## src/rtl/bcdas_pkg.sv

```systemverilog
// ---------------------------------------------------------------------------
// bcdas_pkg
// Shared types, constants and helpers for the signed BCD add/subtract core.
// ---------------------------------------------------------------------------
package bcdas_pkg;

    localparam int DIGITS      = 16;
    localparam int DIGIT_W     = 4;
    localparam int DATA_W      = 64;
    localparam int PREFIX_LVLS = (DIGITS > 1) ? $clog2(DIGITS) : 0;

    localparam logic [DIGIT_W-1:0] DEC_MAX   = 4'd9;
    localparam logic [DIGIT_W:0]   DEC_RADIX = 5'd10;

    typedef enum logic
    {
        CMD_ADD = 1'b0,
        CMD_SUB = 1'b1
    } cmd_t;

    typedef struct packed
    {
        cmd_t              cmd;
        logic [DATA_W-1:0] a_digits;
        logic              a_negative;
        logic [DATA_W-1:0] b_digits;
        logic              b_negative;
    } req_t;

    typedef struct packed
    {
        logic [DATA_W-1:0] result_digits;
        logic              result_negative;
        logic              overflow;
    } rsp_t;

    // Carry/borrow generate and propagate per digit
    typedef struct packed
    {
        logic [DIGITS-1:0] gen;
        logic [DIGITS-1:0] prop;
    } gp_t;

    function automatic logic [DIGIT_W-1:0] bcd_clamp(input logic [DIGIT_W-1:0] n);
        return (n > DEC_MAX) ? DEC_MAX : n;
    endfunction

endpackage

```

## src/rtl/bcdas_prefix.sv

```systemverilog
// ---------------------------------------------------------------------------
// bcdas_prefix
// Parallel-prefix carry network over decimal digits (carry-in is zero).
// ---------------------------------------------------------------------------
module bcdas_prefix
(
    input  bcdas_pkg::gp_t                gp,
    output logic [bcdas_pkg::DIGITS:0]    carry
);

    logic [bcdas_pkg::DIGITS-1:0] gk;
    logic [bcdas_pkg::DIGITS-1:0] pk;
    logic [bcdas_pkg::DIGITS-1:0] gn;
    logic [bcdas_pkg::DIGITS-1:0] pn;

    always_comb
    begin
        gk = gp.gen;
        pk = gp.prop;
        gn = gp.gen;
        pn = gp.prop;
        for (int l = 0; l < bcdas_pkg::PREFIX_LVLS; l++)
        begin
            for (int i = 0; i < bcdas_pkg::DIGITS; i++)
            begin
                if (i >= (1 << l))
                begin
                    gn[i] = gk[i] | (pk[i] & gk[i - (1 << l)]);
                    pn[i] = pk[i] & pk[i - (1 << l)];
                end
                else
                begin
                    gn[i] = gk[i];
                    pn[i] = pk[i];
                end
            end
            gk = gn;
            pk = pn;
        end
        carry = {gk, 1'b0};
    end

endmodule

```

## src/rtl/bcdas_datapath.sv

```systemverilog
// ---------------------------------------------------------------------------
// bcdas_datapath
// Single-pass sign-magnitude decimal add/subtract with lookahead carries.
// ---------------------------------------------------------------------------
module bcdas_datapath
(
    input  bcdas_pkg::req_t req,
    output bcdas_pkg::rsp_t rsp
);

    logic [bcdas_pkg::DIGIT_W-1:0] da [bcdas_pkg::DIGITS];
    logic [bcdas_pkg::DIGIT_W-1:0] db [bcdas_pkg::DIGITS];
    logic [bcdas_pkg::DIGIT_W:0]   dsum [bcdas_pkg::DIGITS];

    bcdas_pkg::gp_t add_gp;
    bcdas_pkg::gp_t ab_gp;
    bcdas_pkg::gp_t ba_gp;

    logic [bcdas_pkg::DIGITS:0] add_c;
    logic [bcdas_pkg::DIGITS:0] ab_b;
    logic [bcdas_pkg::DIGITS:0] ba_b;

    logic [bcdas_pkg::DATA_W-1:0] add_r;
    logic [bcdas_pkg::DATA_W-1:0] ab_r;
    logic [bcdas_pkg::DATA_W-1:0] ba_r;

    logic b_neg_eff;
    logic a_lt_b;

    always_comb
    begin
        for (int i = 0; i < bcdas_pkg::DIGITS; i++)
        begin
            da[i] = bcdas_pkg::bcd_clamp(req.a_digits[i*bcdas_pkg::DIGIT_W +: bcdas_pkg::DIGIT_W]);
            db[i] = bcdas_pkg::bcd_clamp(req.b_digits[i*bcdas_pkg::DIGIT_W +: bcdas_pkg::DIGIT_W]);
            dsum[i]         = {1'b0, da[i]} + {1'b0, db[i]};
            add_gp.gen[i]   = dsum[i] >= bcdas_pkg::DEC_RADIX;
            add_gp.prop[i]  = dsum[i] == {1'b0, bcdas_pkg::DEC_MAX};
            ab_gp.gen[i]    = da[i] < db[i];
            ab_gp.prop[i]   = da[i] == db[i];
            ba_gp.gen[i]    = db[i] < da[i];
            ba_gp.prop[i]   = da[i] == db[i];
        end
    end

    bcdas_prefix u_add_prefix (.gp(add_gp), .carry(add_c));
    bcdas_prefix u_ab_prefix  (.gp(ab_gp),  .carry(ab_b));
    bcdas_prefix u_ba_prefix  (.gp(ba_gp),  .carry(ba_b));

    always_comb
    begin
        logic [bcdas_pkg::DIGIT_W:0] t;
        add_r = '0;
        ab_r  = '0;
        ba_r  = '0;
        for (int i = 0; i < bcdas_pkg::DIGITS; i++)
        begin
            t = dsum[i] + {4'd0, add_c[i]};
            if (t >= bcdas_pkg::DEC_RADIX)
            begin
                t = t - bcdas_pkg::DEC_RADIX;
            end
            add_r[i*bcdas_pkg::DIGIT_W +: bcdas_pkg::DIGIT_W] = t[bcdas_pkg::DIGIT_W-1:0];

            t = {1'b0, da[i]} - {1'b0, db[i]} - {4'd0, ab_b[i]};
            if (t[bcdas_pkg::DIGIT_W])
            begin
                t = t + bcdas_pkg::DEC_RADIX;
            end
            ab_r[i*bcdas_pkg::DIGIT_W +: bcdas_pkg::DIGIT_W] = t[bcdas_pkg::DIGIT_W-1:0];

            t = {1'b0, db[i]} - {1'b0, da[i]} - {4'd0, ba_b[i]};
            if (t[bcdas_pkg::DIGIT_W])
            begin
                t = t + bcdas_pkg::DEC_RADIX;
            end
            ba_r[i*bcdas_pkg::DIGIT_W +: bcdas_pkg::DIGIT_W] = t[bcdas_pkg::DIGIT_W-1:0];
        end
    end

    assign b_neg_eff = req.b_negative ^ (req.cmd == bcdas_pkg::CMD_SUB);
    assign a_lt_b    = ab_b[bcdas_pkg::DIGITS];

    always_comb
    begin
        priority if (req.a_negative == b_neg_eff)
        begin
            rsp.result_digits   = add_r;
            rsp.result_negative = req.a_negative;
            rsp.overflow        = add_c[bcdas_pkg::DIGITS];
        end
        else if (a_lt_b)
        begin
            rsp.result_digits   = ba_r;
            rsp.result_negative = b_neg_eff;
            rsp.overflow        = 1'b0;
        end
        else
        begin
            rsp.result_digits   = ab_r;
            rsp.result_negative = req.a_negative;
            rsp.overflow        = 1'b0;
        end
    end

endmodule

```

## src/rtl/bcd_signed_add_subtract_core.sv

```systemverilog
// ---------------------------------------------------------------------------
// bcd_signed_add_subtract_core
// Sign-magnitude packed-BCD adder/subtractor with registered input and result.
// Pipeline: an accepted request passes through the input register, then the
//   result register, before its result can be taken.
// Throughput: one transaction per cycle unless rsp_stall holds the result; the path
//   is set by the digit lookahead carry network between the two registers.
// Reset: asynchronous, clears both valid flags; payload is not reset.
// ---------------------------------------------------------------------------
module bcd_signed_add_subtract_core
(
    input  logic            clk,
    input  logic            rst_n,
    input  logic            req_valid,
    output logic            req_stall,
    input  bcdas_pkg::req_t req,
    output logic            rsp_valid,
    input  logic            rsp_stall,
    output bcdas_pkg::rsp_t rsp
);

    bcdas_pkg::req_t in_reg;
    logic            in_valid_reg;
    bcdas_pkg::rsp_t out_reg;
    bcdas_pkg::rsp_t out_next;
    logic            out_valid_reg;
    logic            out_ready;
    logic            in_ready;

    assign out_ready = !out_valid_reg || !rsp_stall;
    assign in_ready  = !in_valid_reg || out_ready;
    assign req_stall = !in_ready;

    bcdas_datapath u_datapath (.req(in_reg), .rsp(out_next));

    always_ff @(posedge clk or negedge rst_n)
    begin
        if (!rst_n)
        begin
            in_valid_reg  <= 1'b0;
            out_valid_reg <= 1'b0;
        end
        else
        begin
            if (in_ready)
            begin
                in_valid_reg <= req_valid;
            end
            if (out_ready)
            begin
                out_valid_reg <= in_valid_reg;
            end
        end
    end

    always_ff @(posedge clk)
    begin
        if (in_ready && req_valid)
        begin
            in_reg <= req;
        end
        if (out_ready && in_valid_reg)
        begin
            out_reg <= out_next;
        end
    end

    assign rsp_valid = out_valid_reg;
    assign rsp       = out_reg;

    a_stall_only_when_full: assert property (@(posedge clk) disable iff (!rst_n)
        req_stall |-> (in_valid_reg && out_valid_reg && rsp_stall))
        else $error("input stalled while pipeline has room");

    a_accept_loads: assert property (@(posedge clk) disable iff (!rst_n)
        (req_valid && !req_stall) |=> in_valid_reg)
        else $error("accepted transaction not held in input register");

    a_advance: assert property (@(posedge clk) disable iff (!rst_n)
        (in_valid_reg && out_ready) |=> out_valid_reg)
        else $error("transaction lost between input and result register");

    a_upper_zero: assert property (@(posedge clk) disable iff (!rst_n)
        rsp_valid |-> ((rsp.result_digits >> (bcdas_pkg::DIGIT_W * bcdas_pkg::DIGITS)) == '0))
        else $error("result digits above width not zero");

endmodule
```

## config.mk

```make
export PLATFORM = sky130hd
export DESIGN_NAME = bcd_signed_add_subtract_core
export DESIGN_NICKNAME = d
export VERILOG_FILES = /design/src/rtl/bcdas_pkg.sv /design/src/rtl/bcdas_prefix.sv /design/src/rtl/bcdas_datapath.sv /design/src/rtl/bcd_signed_add_subtract_core.sv
export SDC_FILE = /design/constraint.sdc
export NUM_CORES = 1
export LEC_CHECK = 0
export BUFFER_PORTS_ARGS = -buffer_cell sky130_fd_sc_hd__buf_2
export CAP_MARGIN = 20
export CORE_MARGIN = 10
export CORE_UTILIZATION = 45
export DETAILED_ROUTE_END_ITERATION = 7
export MAX_ROUTING_LAYER = met4
export SETUP_SLACK_MARGIN = 0.05
export SYNTH_ARGS = -nofsm -noshare
export SYNTH_HDL_FRONTEND = slang
export SYNTH_SLANG_ARGS = --single-unit
export TNS_END_PERCENT = 5
```

## constraint.sdc

```tcl
create_clock -name clk -period 6.5 [get_ports clk]
set_input_delay 0.975 -clock clk [delete_from_list [all_inputs] [get_ports clk]]
set_output_delay 0.975 -clock clk [all_outputs]
set_load 0.05 [all_outputs]
```

# Yosys cells after proc, flatten, opt, wreduce, memory -nomap -nowiden
# Index checks and enable logic that the tools add are counted.
dict set report word_totals {
  regBits 199
  latch_bits 0
  ramBits 0
  rom_bits 0
  inputBits 135
  out_inout_bits 68
  mem_count 0
}
dict set report classes {
  n_addsub 141
  n_mul 0
  div 0
  n_lt_le_gt_ge 94
  n_eq_ne 31
  n_shift 0
  mux 82
  n_bitwise 355
  reduce_logical 8
}
# cell count
set op_table {}
lappend op_table {{2-to-1 mux 4 bit} 80}
lappend op_table {{bitwise AND 1 bit} 211}
lappend op_table {{subtractor 4 x 4 -> 5 bit} 32}
lappend op_table {{>= comparator 5 x 4 -> 1 bit (second input constant)} 31}
lappend op_table {{subtractor 5 x 1 -> 5 bit} 30}
lappend op_table {{bitwise OR 1 bit} 143}
lappend op_table {{2-to-1 mux 66 bit} 2}
lappend op_table {{adder 4 bit (second input constant)} 32}
lappend op_table {{greater-than comparator 4 bit (second input constant)} 32}
lappend op_table {{< comparator 4 bit} 31}
lappend op_table {{adder 4 x 4 -> 5 bit} 16}
lappend op_table {{adder 5 x 1 -> 5 bit} 15}
lappend op_table {{== test 5 x 4 -> 1 bit (second input constant)} 15}
lappend op_table {{subtractor 4 bit (second input constant)} 16}
lappend op_table {{== test 4 bit} 15}
lappend op_table {{zero test 1 bit} 4}
lappend op_table {{logical AND 1 bit} 2}
lappend op_table {{logical OR 1 bit} 2}
lappend op_table {{== test 1 bit} 1}
lappend op_table {{XOR 1 bit} 1}

# Longest topological paths before layout
# Gate-level depths: netlist of run 1.
dict set report logic_depth {
  word_depth 15
  ltp_mapped 25
}

# By module
# A second synthesis of run 1 with hierarchy kept.
dict set report unflattened {
  cells_unflattened 2631
  area_unflattened_um2 23720.2
}
# module n_inst cells_each area_each_um2 seq_area_each_um2
set by_module_without_submodules {}
lappend by_module_without_submodules {bcdas_datapath 1 2243 16559.6 0.0}
lappend by_module_without_submodules {bcd_signed_add_subtract_core 1 205 6008.3 5965.7}
lappend by_module_without_submodules {bcdas_prefix 3 61 384.1 0.0}

# Worst setup path before layout of run 1
# OpenSTA, ideal clock, no wires.
dict set report synth_path {
  kind {input -> register}
  start {input rsp_stall}
  end {register out_reg, in the netlist rsp[0], enable pin}
  arrival_time_ps 5759
  required_ps 5909
  slack_ps 150
  path_stages 1
  n_path_buf 0
  cell_sequence {a21boi_0}
}
dict set report synth_via {
  elab_chain_len 3
}
# item line
set synth_rtl {}
lappend synth_rtl {{start: declaration} bcd_signed_add_subtract_core.sv:18} ;# input logic rsp_stall,
lappend synth_rtl {{zero test 1 bit} bcd_signed_add_subtract_core.sv:30} ;# assign out_ready = !out_valid_reg || !rsp_stall;
lappend synth_rtl {{logical OR 1 bit} bcd_signed_add_subtract_core.sv:30}
lappend synth_rtl {{logical AND 1 bit} bcd_signed_add_subtract_core.sv:62} ;# if (out_ready && in_valid_reg)
lappend synth_rtl {{end signal: assignment} bcd_signed_add_subtract_core.sv:64} ;# out_reg <= out_next;
lappend synth_rtl {{end: declaration} bcd_signed_add_subtract_core.sv:24} ;# bcdas_pkg::rsp_t out_reg;
# No other way between the ends.
# A chain may end at the register's enable or synchronous reset.

==> key figures, run 1 <==
STA
  • Final hold vios: 0
  • Fin. max-slew vios: 0
  • TNS Setup: 0 ps
  • Final Skew: 21.2 ps
  • Final setup fails: 0
  • Worst-Margin Slew: 1080 ps
  • Minimum clock period: 6150 ps
  • RSZ-0062 raised after global routing: yes
  • Final period utilization: 0.946
  • Worst slew margin: 0.281
  • Setup WS post-layout: 352 ps
  • Peak Freq: 163 MHz

Clocking
  • Clock sink count: 199
  • Clk Latency, worst-skew pair: 520 ps
  • Clock transition at path regs: 80 ps
  • TritonCTS buffer count: 17
  • CTS tree: yes
  • H-Tree Depth: 4
  • CTS max path bufs: 2
  • Clk root buf: clkbuf_16
  • Post-CTS setup buffer count: 0

Routing
  • DRT iter0 DRCs: 854
  • Final ANT Viol Nets: 0
  • DR pass1 iterations: 5
  • Post-Route WL: 56800 microns
  • Routed length per placed instance: 18.5 microns
  • Vias per Instance: 5.47
  • Total vias in the final route: 16800
  • Post-route DRC: 0

Global route
  • Grt total ovfl: 0
  • Initial antenna violation count: 0
  • Largest net degree at the start of global routing: 89
  • Gr usage total: 0.207
  • First-pass GRT wire length: 90900 microns
  • Vias in the first global route: 17200

Yosys
  • Biggest area consumer among synthesized cells: edfxtp_1
  • EDFF count, synth: 197
  • Synthesis-stage register bit count: 199
  • Synth top area share: 0.274
  • Ys Warns: 0
  • Dominant cells by area after synthesis: edfxtp_1, ha_1, fa_1
  • Synth Instances: 2289
  • Mapped Avg Cell Area: 9.43 sq um
  • Sequential-to-total area share from yosys stat: 0.276
  • Commonest cells post-synth: ha_1, inv_1, edfxtp_1
  • Synthesized Nets: 2813
  • Most numerous cell in the Yosys netlist: ha_1
  • Netlist cell types: 85
  • Main synth FF type: edfxtp_1
  • Post-Syn Area: 21600 sq um
  • Async S/R FF share, synth: 0.0101

Cells and area
  • Area Overhead vs Synth: 10.1%
  • Final Util: 0.500
  • Diodes inserted: 0
  • FF/Latch Area: 5970 sq um
  • Fillers: 4395
  • Post-route cell area: 23800 sq um
  • Multi-input logic area: 14300 sq um
  • # nets final: 2964
  • Max reg flops: 131
  • Layout Cells excl Fill: 3068
  • Layout cells sized above 1: 0.119

Floorplanning
  • Chip width: 239 microns
  • Die ar.: 57100 sq um
  • Starting Density: 0.454
  • Boundary pin count: 203
  • Core area: 47500 sq um
  • Rows: 80
  • DIE HEIGHT: 239 microns

Placement
  • Dpl cells: 3036
  • Hpwl dp: 44400 microns
  • Port buffer count: 202
  • DP Area: 23200 sq um
  • Place WS: 145 ps
  • Routability cong.: 0.907

Critical path
  • Crit path kind: reg2reg
  • CP required: 6820 ps
  • Critical path data arrival time: 6460 ps
  • CP Max Fanout: 6
  • Startpoint types: flip-flop
  • Critical Path End Type: flip-flop
  • FF-to-FF path depth: 23

Power and ir drop
  • Max VDD drop: 233 uV
  • Pleak: 0.0104 uW
  • Pwr Density: 272 nW/um^2

Min path
  • Worst hold path class: in2async

Status
  • Outcome: finished, final reports clean

Flow run
  • # Max-Cap Violations: 0
==> final cells by class <==
class                   count  area share
inverters                 280      0.0443
clock buffers              19      0.0182
repair buffers            218      0.0481
well taps                 615      0.0324
flip-flops and latches    199       0.251
clock inverters            13     0.00521
multi-input cells        1724       0.601
==> critical path: stages, from the launching register on <==
cell	delay, ps
edfxtp_1	480
o21ai_0	120
nor2b_2	240
inv_1	120
ha_1	360
or4b_4	550
clkinv_2	80
nand3_1	80
a311o_1	330
and4b_1	240
o31a_2	410
o31ai_4	300
a211oi_1	220
o31ai_2	390
fa_1	250
inv_1	60
fa_1	470
nand2_1	160
a21oi_1	100
xnor2_1	170
or3_1	350
nand3_1	90
a21oi_1	60
a311oi_1	300
==> routing by layer <==
layer,part of all wire,track usage,vias to the layer above
met2,0.49,0.345,408
met1,0.44,0.252,8041
met4,0.020,0.0621,0
met5,0,-,-
met3,0.047,0.0362,75
li1,-,-,8269
==> repair_timing <==
item,CTS,global route
hold buffers,0,0
hold endpoints to repair,0,0
gates resized for setup,0,3
setup endpoints to repair,0,13
==> cells in the final DEF (no fill, tap or decap), types with 34 or more instances in the layout <==
cell,instances
ha_1,307
inv_1,279
buf_2,202
edfxtp_1,197
xnor2_1,172
nand2_1,154
a21oi_1,122
nor2_1,103
nand2b_1,86
fa_1,82
o21ai_0,80
nor2b_1,62
xor2_1,59
nor3_1,38
a211oi_1,34
==> logic make-up after synthesis <==
family | synth area share
simple gates | 0.150
xor+xnor | 0.0946
compound gates | 0.142
flops | 0.276
mux | 0.0175
fa+ha+maj | 0.254
buf+inv | 0.0652
==> metrics by stage <==
step | hold slack [ps] | total power, uW
after floorplan | 443 | 4540
after global placement | 461 | 5340
after detailed placement | 474 | 5420
after CTS | 186 | 6520
after global routing | 198 | 6970
final | 227 | 6460
==> power by group <==
part | switching (uW) | internal (uW) | total (uW)
clock network | 522 | 532 | 1050
logic | 2260 | 1380 | 3650
registers | 88.1 | 1670 | 1760
==> final timing paths <==
kind	start	end	slack, ps
worst min register to register	in_valid_reg	rsp_valid	470
max in group asynchronous	rst_n	in_valid_reg	6160
worst max-delay path	in_reg[12]	rsp[65]	350
worst min-delay path	rst_n	rsp_valid	230
worst max register to register	in_reg[12]	rsp[65]	350
min in group clk	in_valid_reg	rsp_valid	470
(Power assumes the default switching activity.)
==> run 2: changes to the inputs <==
--- a/config.mk
+++ b/config.mk
@@ -14,5 +14,6 @@
 export SETUP_SLACK_MARGIN = 0.05
 export SYNTH_ARGS = -nofsm -noshare
 export SYNTH_HDL_FRONTEND = slang
+export SYNTH_HIERARCHICAL = 1
 export SYNTH_SLANG_ARGS = --single-unit
 export TNS_END_PERCENT = 5
==> key figures, run 2 <==
Clocking
  • Post-CTS setup buffer count: 0 (unchanged)
  • Clk root buf: clkbuf_16 (unchanged)
  • H-Tree Depth: 4 (unchanged)
  • Clock transition at path regs: 80 ps (about the same)
  • PostCTS Resize Cnt: 0 (unchanged)
  • Hold-fix buffers, CTS: 0 (unchanged)
  • CTS max path bufs: 2 (unchanged)
  • CTS tree: yes (unchanged)
  • Clock sink count: 199 (unchanged)
  • Clk Latency, worst-skew pair: 510 ps (was 520 ps)
  • TritonCTS buffer count: 17 (unchanged)

Placement
  • Dpl cells: 3421 (was 3036)
  • Port buffer count: 202 (unchanged)
  • DP Area: 25300 sq um (was 23200 sq um)
  • Hpwl dp: 48400 microns (was 44400 microns)
  • Routability cong.: 0.876 (was 0.907)

Floorplanning
  • Boundary pin count: 203 (unchanged)
  • Chip width: 249 microns (was 239 microns)
  • Starting Density: 0.457 (was 0.454)
  • Die ar.: 62100 sq um (was 57100 sq um)
  • DIE HEIGHT: 249 microns (was 239 microns)
  • Core area: 51700 sq um (was 47500 sq um)
  • Rows: 83 (was 80)

Yosys
  • Ys Warns: 6 (was 0)
  • Post-Syn Area: 23700 sq um (was 21600 sq um)
  • Synth Instances: 2620 (was 2289)
  • Synthesized Nets: 3127 (was 2813)
  • Mapped Avg Cell Area: 9.03 sq um (was 9.43 sq um)

STA
  • Minimum clock period: 6140 ps (was 6150 ps)
  • Final setup fails: 0 (unchanged)
  • Worst slew margin: 0.269 (was 0.281)
  • Final hold vios: 0 (unchanged)
  • Final hold slack: 230 ps (was 227 ps)
  • TNS Setup: 0 ps (unchanged)
  • Final Skew: 15.3 ps (was 21.2 ps)
  • Final period utilization: 0.945 (was 0.946)
  • Peak Freq: 163 MHz (about the same)
  • Worst-Margin Slew: 1100 ps (was 1080 ps)
  • RSZ-0062 raised after global routing: no (was yes)
  • Fin. max-slew vios: 0 (unchanged)

Cells and area
  • Post-route cell area: 25800 sq um (was 23800 sq um)
  • # nets final: 3267 (was 2964)
  • Layout Cells excl Fill: 3453 (was 3068)
  • Multi-input logic area: 16100 sq um (was 14300 sq um)
  • FF/Latch Area: 5970 sq um (unchanged)
  • Diodes inserted: 0 (unchanged)
  • Max reg flops: 131 (unchanged)
  • Fillers: 4836 (was 4395)
  • Most common library cell in the layout ignoring fill and taps: inv_1 (was ha_1)
  • Area Overhead vs Synth: 9.23% (was 10.1%)
  • Commonest non-fill, non-tap cells in the layout: inv_1, ha_1, buf_2 (was ha_1, inv_1, buf_2)
  • Layout cells sized above 1: 0.131 (was 0.119)

Flow run
  • # Max-Cap Violations: 0 (unchanged)

Power and ir drop
  • Max VDD drop: 232 uV (was 233 uV)
  • Pleak: 0.0112 uW (was 0.0104 uW)
  • Pwr Density: 270 nW/um^2 (was 272 nW/um^2)

Critical path
  • End of the critical path: rsp[59] (was rsp[65])
  • Buf/Inv on CP: 5 (was 3)
  • Critical path data arrival time: 6350 ps (was 6460 ps)
  • CP startpoint: in_reg[89] (was in_reg[12])
  • Critical path's slowest cell: ha_1 (was or4b_4)
  • Cells along the critical path: inv_2, nand2_1, inv_1, ha_1, clkinv_1, or3_1, o221ai_1, o21ai_0, buf_4, a211oi_1, o21ai_1, a21oi_2, a21oi_2, a21o_2, ha_1, ha_1, xnor2_1, ha_1, inv_1, o21a_1, o211ai_1, a32oi_1, xnor2_1, a21oi_1 (was o21ai_0, nor2b_2, inv_1, ha_1, or4b_4, clkinv_2, nand3_1, a311o_1, and4b_1, o31a_2, o31ai_4, a211oi_1, o31ai_2, fa_1, inv_1, fa_1, nand2_1, a21oi_1, xnor2_1, or3_1, nand3_1, a21oi_1, a311oi_1)
  • Worst R2R End: rsp[59] (was rsp[65])
  • CP Max Fanout: 12 (was 6)
  • Critical Path End Type: flip-flop (unchanged)
  • WP depth: 24 (was 23)
  • Most used cell, CP: ha_1
  • CP required: 6710 ps (was 6820 ps)
  • FF-to-FF path depth: 24 (was 23)
  • R2R Setup Slk: 360 ps (was 350 ps)
  • R2R Path Start: in_reg[89] (was in_reg[12])
  • Startpoint types: flip-flop (unchanged)
  • Crit path kind: reg2reg (unchanged)
  • CP max stage delay: 600 ps (was 550 ps)
  • Delay-heaviest family, CP: compound AO/OA/AOI/OAI gates (unchanged)

Routing
  • Post-route DRC: 0 (unchanged)
  • DRT iter0 DRCs: 1254 (was 854)
  • Vias per Instance: 5.55 (was 5.47)
  • Final ANT Viol Nets: 0 (unchanged)
  • Total vias in the final route: 19200 (was 16800)
  • Post-Route WL: 61400 microns (was 56800 microns)
  • DR pass1 iterations: 6 (was 5)
  • Routed length per placed instance: 17.8 microns (was 18.5 microns)

Global route
  • Grt total ovfl: 0 (unchanged)
  • Gr usage total: 0.199 (was 0.207)
  • Largest net degree at the start of global routing: 75 (was 89)
  • First-pass GRT wire length: 98600 microns (was 90900 microns)
  • Vias in the first global route: 18900 (was 17200)
  • Initial antenna violation count: 0 (unchanged)

Min path
  • Worst hold path class: in2async (unchanged)

Status
  • Outcome: finished, final reports clean (unchanged)
-- run 2: layer usage --
| metal | track usage | routed length [microns] | part of all wire | vias up |
|---|---|---|---|---|
| met2 | 0.317 | 28500 | 0.46 | 452 |
| met5 | - | 0 | 0 | - |
| li1 | - | - | - | 9479 |
| met1 | 0.259 | 29200 | 0.48 | 9175 |
| met4 | 0.0556 | 1180 | 0.019 | 0 |
| met3 | 0.0284 | 2540 | 0.041 | 64 |
-- run 2: metrics by stage --
step | power (uW) | utilization | setup WS (ps)
2_1_floorplan | 4970 | - | 123
3_3_place_gp | 5820 | 0.489 | 797
3_5_place_dp | 5920 | 0.489 | 529
4_1_cts | 7020 | 0.500 | 498
5_1_grt | 7530 | 0.500 | 73.0
6_report | 6980 | 0.500 | 360
-- run 2: worst reg2reg max path, cell delays in order (launching register included) --
cell      delay (ps)
edfxtp_1         530
inv_2            100
nand2_1          110
inv_1             70
ha_1             600
clkinv_1         380
or3_1            460
o221ai_1         160
o21ai_0          190
buf_4            200
a211oi_1         230
o21ai_1          210
a21oi_2          290
a21oi_2          130
a21o_2           240
ha_1             210
ha_1             280
xnor2_1          240
ha_1             250
inv_1             90
o21a_1           170
o211ai_1         170
a32oi_1          180
xnor2_1          270
a21oi_1          100
-- run 2: worst min-delay path by stage --
| stage | from | end | slack (ps) | depth (start not counted) |
|---|---|---|---|---|
| final | rst_n | rsp_valid | 230 | 1 |
| after CTS | rst_n | rsp_valid | 200 | 1 |
| after detailed placement | in_valid_reg | rsp_valid | 500 | 1 |
| after global routing | rst_n | in_valid_reg | 210 | 1 |
| after floorplan | in_valid_reg | rsp_valid | 470 | 1 |
| after global placement | in_valid_reg | rsp_valid | 480 | 1 |
-- run 2: final cells by class --
type	count	area share
timing repair buffer	226	0.0466
multi-input combinational	2012	0.624
inverter	304	0.0442
tap	680	0.0329
sequential	199	0.231
clock inverter	14	0.00475
clock buffer	18	0.0166
-- run 2: where the power goes --
part | leakage, uW | switching, uW | total, uW | internal (uW)
Clock | 0.000268 | 536 | 1070 | 529
Sequential | 0.00192 | 93.7 | 1770 | 1670
Combinational | 0.00898 | 2510 | 4150 | 1640
